--- config.mk ---
export PLATFORM = sky130hd
export DESIGN_NAME = ltu_front
export DESIGN_NICKNAME = d
export VERILOG_FILES = /design/src/hw/rtl/ltu_pkg.sv /design/src/hw/rtl/ltu_front.sv
export SDC_FILE = /design/constraint.sdc
export NUM_CORES = 1
export LEC_CHECK = 0
export ABC_AREA = 0
export BUFFER_PORTS_ARGS = -buffer_cell sky130_fd_sc_hd__buf_2
export CAP_MARGIN = 10
export CORE_ASPECT_RATIO = 1.1
export CORE_MARGIN = 1
export CORE_UTILIZATION = 54
export CTS_CLUSTER_DIAMETER = 200
export DETAILED_ROUTE_END_ITERATION = 7
export PLACE_DENSITY_LB_ADDON = 0.3
export SLEW_MARGIN = 20
export SYNTH_ARGS = -nofsm -noshare
export SYNTH_HDL_FRONTEND = slang
export SYNTH_SLANG_ARGS = --single-unit
export TNS_END_PERCENT = 10
--- constraint.sdc ---
create_clock -name clock -period 3.5 [get_ports clock]
set_input_delay 0.7 -clock clock [delete_from_list [all_inputs] [get_ports clock]]
set_output_delay 0.7 -clock clock [all_outputs]
set_load 0.05 [all_outputs]
--- src/hw/rtl/ltu_pkg.sv ---
// ---------------------------------------------------------------------------
// ltu_pkg
// shared types, codes and the sine table generator for the turtle unit
// ---------------------------------------------------------------------------
`timescale 1ns / 1ps
`default_nettype none

package ltu_pkg;

   localparam int STACK_DEPTH_DEFAULT = 1024;
   localparam int SINE_BITS_DEFAULT   = 10;
   localparam int QUEUE_DEPTH         = 4;

   localparam logic [7:0] SYM_FORWARD = 8'h46;
   localparam logic [7:0] SYM_PUSH    = 8'h5B;
   localparam logic [7:0] SYM_POP     = 8'h5D;
   localparam logic [7:0] SYM_LEFT    = 8'h2B;
   localparam logic [7:0] SYM_RIGHT   = 8'h2D;

   localparam logic [2:0] OP_NONE    = 3'd0;
   localparam logic [2:0] OP_FORWARD = 3'd1;
   localparam logic [2:0] OP_PUSH    = 3'd2;
   localparam logic [2:0] OP_POP     = 3'd3;
   localparam logic [2:0] OP_LEFT    = 3'd4;
   localparam logic [2:0] OP_RIGHT   = 3'd5;

   localparam logic [1:0] EV_LINE  = 2'd0;
   localparam logic [1:0] EV_TIP   = 2'd1;
   localparam logic [1:0] EV_OVER  = 2'd2;
   localparam logic [1:0] EV_UNDER = 2'd3;

   localparam logic [2:0] REG_STEP_SIZE     = 3'd0;
   localparam logic [2:0] REG_TURN_ANGLE    = 3'd1;
   localparam logic [2:0] REG_START_X       = 3'd2;
   localparam logic [2:0] REG_START_Y       = 3'd3;
   localparam logic [2:0] REG_START_HEADING = 3'd4;

   localparam logic [63:0] HALF_PI_Q30 = 64'd1686629713;

   typedef struct packed {
      logic [2:0] op;
      logic       begin_req;
   } op_type;

   // quarter wave sine entry j in Q16, taylor series evaluated in Q30
   // only ever evaluated at elaboration, into localparams
   function automatic logic [16:0] quarter_value(input int j, input int tbits);
      logic [63:0] x;
      logic [63:0] sum;
      logic [63:0] term;
      logic [63:0] q;
      x    = (HALF_PI_Q30 * 64'(j)) >> (tbits - 2);
      sum  = x;
      term = x;
      for (int k = 0; k < 7; k++) begin
         term = (term * x) >> 30;
         term = (term * x) >> 30;
         term = term / 64'((2 * k + 2) * (2 * k + 3));
         if ((k % 2) == 0) sum = sum - term;
         else              sum = sum + term;
      end
      q = (sum + 64'd8192) >> 14;
      if (q > 64'd65536) q = 64'd65536;
      return q[16:0];
   endfunction

endpackage

`default_nettype wire

--- src/hw/rtl/ltu_front.sv ---
// ---------------------------------------------------------------------------
// ltu_front
// symbol decoder and short op queue feeding the execution side
// ---------------------------------------------------------------------------
`timescale 1ns / 1ps
`default_nettype none

module ltu_front (
   input  wire               clock,
   input  wire               reset,
   input  wire               req_valid,
   output logic              req_stall,
   input  wire  [7:0]        req_symbol,
   input  wire               req_begin_req,
   output logic              q_valid,
   output ltu_pkg::op_type   q_data,
   input  wire               q_take
);

   localparam int PTR_W = $clog2(ltu_pkg::QUEUE_DEPTH);
   localparam int CNT_W = $clog2(ltu_pkg::QUEUE_DEPTH + 1);

   ltu_pkg::op_type       slot_ff [ltu_pkg::QUEUE_DEPTH];
   logic [PTR_W-1:0]      wr_ptr_ff, wr_ptr_in, rd_ptr_ff, rd_ptr_in;
   logic [CNT_W-1:0]      count_ff, count_in;
   ltu_pkg::op_type       dec;
   logic                  push;
   logic                  accept;

   always_comb begin
      unique case (req_symbol)
         ltu_pkg::SYM_FORWARD: dec.op = ltu_pkg::OP_FORWARD;
         ltu_pkg::SYM_PUSH:    dec.op = ltu_pkg::OP_PUSH;
         ltu_pkg::SYM_POP:     dec.op = ltu_pkg::OP_POP;
         ltu_pkg::SYM_LEFT:    dec.op = ltu_pkg::OP_LEFT;
         ltu_pkg::SYM_RIGHT:   dec.op = ltu_pkg::OP_RIGHT;
         default:              dec.op = ltu_pkg::OP_NONE;
      endcase
      dec.begin_req = req_begin_req;
   end

   assign req_stall = (count_ff == CNT_W'(ltu_pkg::QUEUE_DEPTH));
   assign accept    = req_valid && !req_stall;
   // ignored symbols only matter when they carry a begin
   assign push      = accept && ((dec.op != ltu_pkg::OP_NONE) || dec.begin_req);

   assign q_valid = (count_ff != '0);
   assign q_data  = slot_ff[rd_ptr_ff];

   always_comb begin
      wr_ptr_in = push   ? wr_ptr_ff + 1'b1 : wr_ptr_ff;
      rd_ptr_in = q_take ? rd_ptr_ff + 1'b1 : rd_ptr_ff;
      count_in  = count_ff + CNT_W'(push) - CNT_W'(q_take);
   end

   always_ff @(posedge clock) begin
      if (reset) begin
         wr_ptr_ff <= '0;
         rd_ptr_ff <= '0;
         count_ff  <= '0;
      end else begin
         wr_ptr_ff <= wr_ptr_in;
         rd_ptr_ff <= rd_ptr_in;
         count_ff  <= count_in;
      end
   end

   always_ff @(posedge clock) begin
      if (push) begin
         slot_ff[wr_ptr_ff] <= dec;
      end
   end

endmodule

`default_nettype wire

==> reports/qor.yml, run 1 <==
status: "finished, final reports clean"
dpl.hpwl_microns: 1226
syn_inst: 84
max_freq_mhz: 357.5
multiInputGateArea_sq_um: 489.2
grt_setup_unrepaired: "no"
p_leak_uw: 0.0005077
syn-num-nets: 104
yosys_register_bits: 25
synth.area.top_cells: "edfxtp_1, dfxtp_1, mux4_2, ha_1, nor2_1"
cts.sinks: 25
skew_ns: 0.02095
avgViaCountPerCell: 5.173
end_kind: "flip-flop"
wl_per_cell_microns: 11.91
async_flop_share: 0
drv_cap: 0
cts_root_buf: "clkbuf_4"
synthFlopType: "edfxtp_1"
initial_utilization: 0.5820
final-hold-violation-count: 0
cts_buffer_depth: 2
fillers: 152
hold_class: "reg2reg"
area_growth_pct: 12.66
finalSetupViolations: 0
fin_crit_sh: 0.7992
finalSetupTns_ns: 0
core_sq_um: 2021
grt_pass1_wl_microns: 2691
yosysWarnings: 0
synth-seq-area-share: 0.5617
slew_violations: 0
path_buf_inv: 3
die_area_sq_um: 2369
grt.overflow.total: 0
netlist_area_sq_um: 1176
setup.worst_path.class: "in2reg"
cts_tree: "done"
vias: 688
r2r_start: "count_ff[2]"
die_w_microns: 46.50
grt_max_degree: 15
yosysTopAreaCellShare: 0.4085
drive_gt1_frac: 0.2952
worstSkewPairLatency_ns: 0.31
cp_top_family: "adder cells"
portBuffers: 18
hold_depth: 2
vdd_ir_drop_max_v: 0.0002859
drcViolationCount: 0
die_h_microns: 50.95
cts_inserted_buffers: 3
hp-start: "rd_ptr_ff[1]"
synth_top_area_cell: "edfxtp_1"
slowest_delay_ns: 0.42
drt_iter0_drc: 8
antenna_found_initial: 0
holdWs_ns: 0.5462
grt_pass1_vias: 628
grt_use_total: 0.1622
powerDensity_nw_per_um2: 502.0
hold_end: "rd_ptr_ff[1]"
postRouteWirelength_microns: 1584
dr.pass1.iters: 4
ant_nets: 0
path_clk_slew_ns: 0.14
critPathRequiredTime_ns: 3.73
rows: 17
cp-start-kind: "primary input"
reg2reg_depth: 11
critPathSlowestCell: "or3b_4"
synth_cell_types: 27
arrival_ns: 3.02
crit_fanout: 7
reg2reg_slack_ns: 1.30
worstMarginPinSlew_ns: 0.3792
fin_nets: 126
place_congestion: 0.6857
path_cells: "buf_2 > or3b_4 > a2111oi_4 > o31a_4 > inv_2 > ha_1 > inv_1 > ha_1 > fa_1 > xnor2_1 > xnor2_1 > nor2_1"
htree_levels: 1
synth_most_common_cell: "edfxtp_1"
utilization: 0.6557
post_cts_buffers: 0
cts_resized: 0
hold_buffers: 0
min_period_ns: 2.797
max_slew_margin: 0.7436
synth_edf_count: 16
r2r-end: "count_ff[2]"
diodes: 0
syn_area_per_cell_sq_um: 14.00
seqCellArea_sq_um: 660.6
synth_common_cells: "edfxtp_1, nor2_1, dfxtp_1, ha_1, inv_1"
ioPinCount: 19
==> layer usage <==
| layer | wire length [microns] | share of wire | vias up | track usage |
|---|---|---|---|---|
| met4 | 17 | 0.011 | 0 | 0.09314 |
| met5 | 0 | 0 | - | 0 |
| met1 | 733 | 0.46 | 335 | 0.2185 |
| li1 | - | - | 339 | - |
| met3 | 44 | 0.028 | 2 | 0.03180 |
| met2 | 788 | 0.50 | 12 | 0.2384 |
==> cells by family (layout without fill, tap and decap cells) <==
logic type                 Yosys count  in the layout  share of synthesized area
and+or+nand+nor                     30             30                     0.1489
DFF                                 25             25                     0.5617
buffers and inverters                7             28                    0.02234
adders and majority gates            7              7                    0.08085
AOI/OAI and AO/OA                    3              3                    0.04255
muxes                                7              7                     0.1064
xor gates and xnor gates             5              5                    0.03723
==> cells in the final DEF, fill, tap and decap left out <==
cell,Yosys,layout
nand2b_1,2,2
nor4b_1,1,1
nor3b_1,1,1
mux4_2,4,4
nand4bb_1,1,1
clkinv_2,0,1
clkbuf_4,0,3
fa_1,1,1
or3_1,2,2
ha_1,6,6
mux2i_1,2,2
xnor2_1,4,4
xor2_1,1,1
inv_1,5,5
nand4b_1,1,1
nor2b_1,4,4
nand3b_1,1,1
and2_1,4,4
nor2_1,10,10
mux2_4,1,1
buf_2,0,18
o31a_4,1,1
a2111oi_4,1,1
edfxtp_1,16,16
a21oi_1,1,1
dfxtp_1,9,9
inv_2,1,1
or3b_4,1,1
nand2_1,2,2
==> worst register-to-register path: stages, from the launching register on <==
cell and delay [ns]:
dfxtp_1 0.35, nor3b_1 0.15, nor2b_1 0.15, o31a_4 0.21, inv_2 0.04, ha_1 0.25, inv_1 0.03, ha_1 0.18
fa_1 0.38, xnor2_1 0.18, xnor2_1 0.14, nor2_1 0.05
==> sequential cells by signal, summed over array words and instances (netlist names), named ones only <==
signal and cells:
slot_ff 16, count_ff 3, rd_ptr_ff 2, wr_ptr_ff 2
==> how the worst max path moves through the flow <==
stage,from,to,slack (ns),cells past startpoint
floorplan,count_ff[2],count_ff[2],0.42,11
global placement,req_symbol[4],count_ff[2],0.40,12
detailed placement,req_symbol[4],count_ff[2],0.34,12
CTS,req_symbol[4],count_ff[2],0.68,12
global route,req_symbol[4],count_ff[2],0.62,12
finish,req_symbol[4],count_ff[2],0.70,12
==> final cells by class <==
type / instances / area share
clock buffers: 3 / 0.01700
clock inverters: 1 / 0.003777
inverters: 6 / 0.01700
multi-input cells: 52 / 0.3692
flip-flops and latches: 25 / 0.4986
well taps: 28 / 0.02644
repair buffers: 18 / 0.06799
==> through the flow <==
stage,cells,power (uW),setup slack (ns),cell area (sq um)
2_1_floorplan,84,510.0,0.4221,1176
3_3_place_gp,129,545.9,0.3960,1297
3_5_place_dp,129,551.9,0.3405,1297
4_1_cts,133,669.8,0.6830,1325
5_1_grt,133,701.8,0.6236,1325
6_report,133,665.1,0.7028,1325
==> where the power goes <==
group	switching, uW	internal [uW]	total, uW
logic	114	73.4	187
clock network	79.6	42.6	122
registers	18.7	337	356
No activity file was read; power rests on OpenSTA's default activity.
==> inputs of run 2 (changes only) <==
Settings changed: CORE_UTILIZATION 54 to 49.
Clock period 3.5 ns to 2.3 ns, I/O delays scaled along.
==> run 2 against run 1 <==
Net effect: the flow now finishes with violations (negative setup slack); first-iteration DRC count increased by 13%; wire length up 18%; design area grew 8.3%; power rose by 61%; global-route usage rose by 0.83 points; clock skew fell by 0.011 ns; register-to-register slack worse by 1.2 ns; largest power group unchanged.
==> reports/qor.yml, run 2 (synthesis results as in run 1) <==
status: "finished with violations"
violations: "negative setup slack"
htree_levels: 1  # unchanged
hold_buffers: 0  # unchanged
initial_utilization: 0.5222  # -0.05982
die_area_sq_um: 2600  # +9.8%
utilization: 0.6372  # -0.01851
cts_tree: "done"
wl_per_cell_microns: 13.13  # +10%
setup.worst_path.class: "in2reg"
avgViaCountPerCell: 4.894  # -5.4%
min_period_ns: 2.424
reg2reg_slack_ns: 0.13  # -1.17 ns
ant_nets: 0  # unchanged
grt.overflow.total: 0  # unchanged
reg_top3: "slot_ff (16), count_ff (3)"
grt_use_total: 0.1705  # +0.008316
final_common_cell: "buf_2"
worstMarginPinSlew_ns: 0.3271  # -0.05217 ns
worstSkewPairLatency_ns: 0.31  # about the same
reg2reg_depth: 11  # unchanged
pwr-share-clk: 0.180  # -0.004
diodes: 0  # unchanged
drt_iter0_drc: 9  # +1
post_cts_buffers: 0  # unchanged
rows: 18  # +1
grt_max_degree: 16  # +1
core_sq_um: 2252  # +11%
crit_fanout: 2  # -5
p_leak_uw: 0.0005459  # +7.5%
cts_buffer_depth: 2  # unchanged
hp-start: "req_begin_req"
max_freq_mhz: 412.5
fin_nets: 133  # +5.6%
r2r-end: "count_ff[2]"
drcViolationCount: 0  # unchanged
path_clk_slew_ns: 0.14  # about the same
area_growth_pct: 22.02
hold_class: "in2reg"
max_slew_margin: 0.7804  # +0.03677
slew_violations: 0  # unchanged
skew_ns: 0.009576  # -0.01138 ns
vias: 695  # +1.0%
antenna_found_initial: 0  # unchanged
dpl.hpwl_microns: 1466  # +20%
vdd_ir_drop_max_v: 0.0008660  # +200%
place_inst: 138  # +7.0%
cts_inserted_buffers: 3  # unchanged
portBuffers: 18  # unchanged
cts.sinks: 25  # unchanged
p_comb_frac: 0.304  # +0.022
fin_crit_sh: 1.054
drive_gt1_frac: 0.4018  # +0.1065
ioPinCount: 19  # unchanged
switchingPower_uw: 353.3  # +66%
p_seq_frac: 0.516  # -0.019
end_kind: "flip-flop"
place_area_sq_um: 1358  # +4.6%
die_h_microns: 53.39  # +4.8%
largest_register_ffs: 16  # unchanged
final-hold-violation-count: 0  # unchanged
cp-start-kind: "primary input"
cts_root_buf: "clkbuf_4"
grt_pass1_vias: 717  # +14%
finalWorstSetupSlack_ns: -0.1241  # -0.8269 ns
hold_end: "slot_ff[2][0]"
sw_frac_of_total: 0.3306  # +0.01138
postRouteWirelength_microns: 1864  # +18%
r2r_start: "count_ff[1]"
arrival_ns: 2.63  # -0.39 ns
top_register: "slot_ff"
die_w_microns: 48.71  # +4.8%
critPathRequiredTime_ns: 2.51  # -1.22 ns
powerDensity_nw_per_um2: 744.7  # +48%
stdcell_area_sq_um: 1435  # +8.3%
finalSetupViolations: 1  # +1
hold_depth: 1  # -1
cp-startpoint: "req_symbol[4]"
grt_setup_unrepaired: "yes"
p_int_uw: 715.4  # +58%
final_cell_mix: "buf_2, edfxtp_1, nor2_1, dfxtp_1, buf_4"
grt_pass1_wl_microns: 3139  # +17%
place_congestion: 0.7236  # +5.5%
dr.pass1.iters: 4  # unchanged
layout.cells.non_filler: 142  # +6.8%
finalSetupTns_ns: -0.1241  # -0.1241 ns
drv_cap: 0  # unchanged
run 2: changes by cell type in the layout (fill, tap and decap cells not counted), sizes merged:
cell,before,now
buf,18,25
clkinv,1,0
clkinvlp,0,1
run 2: power by group through the flow:
stage	Combinational, uW	Sequential (uW)	Clock, uW
after global routing	351	556	213
after floorplan	234	546	0
after detailed placement	302	557	0
final	325	551	193
after global placement	293	553	0
after CTS	325	551	196
run 2: timing repair:
item	4_1_cts	5_1_grt
endpoints found under the setup margin	1	2
endpoints found under the hold margin	0	0
resized for setup	7	1
pin swaps	1	1
run 2: how the worst max path moves through the flow:
stage          slack, ns           to
2_1_floorplan      -0.38  count_ff[2]
3_3_place_gp       -0.49  count_ff[2]
3_5_place_dp       -0.55  count_ff[2]
4_1_cts            -0.12  count_ff[2]
5_1_grt            -0.22  count_ff[2]
6_report           -0.12  count_ff[2]
run 2: cell type report:
class	instances	area (sq um)
timing repair buffer	25	148.9
clock buffer	3	22.52
fill	195	817.0
tap	30	37.54
inverter	6	22.52
sequential	25	660.6
clock inverter	1	7.507
multi-input combinational	52	535.5
run 2: layer usage:
layer	wire length, microns	share of wire	global-route usage	vias up
met2	1063	0.57	0.3588	11
met1	724	0.39	0.1574	325
met4	34	0.018	0.08824	0
met5	0	0	0	-
li1	-	-	-	355
met3	41	0.022	0.02586	4
run 2: worst max-delay path, cell delays in order:
cell	delay, ns
buf_6	0.09
or3b_4	0.40
a2111oi_4	0.31
o31a_4	0.17
inv_2	0.04
ha_4	0.25
inv_2	0.04
ha_4	0.14
fa_2	0.34
xnor2_2	0.15
xnor2_1	0.18
nor2_1	0.06
run 2: through the flow:
step                setup slack (ns)  hold WS [ns]  power (uW)
floorplan                    -0.3806        0.4820       779.6
global placement             -0.4859        0.4999       846.4
detailed placement           -0.5502        0.5146       859.4
CTS                          -0.1182        0.4072        1072
global route                 -0.2169        0.3952        1120
finish                       -0.1241        0.4054        1069
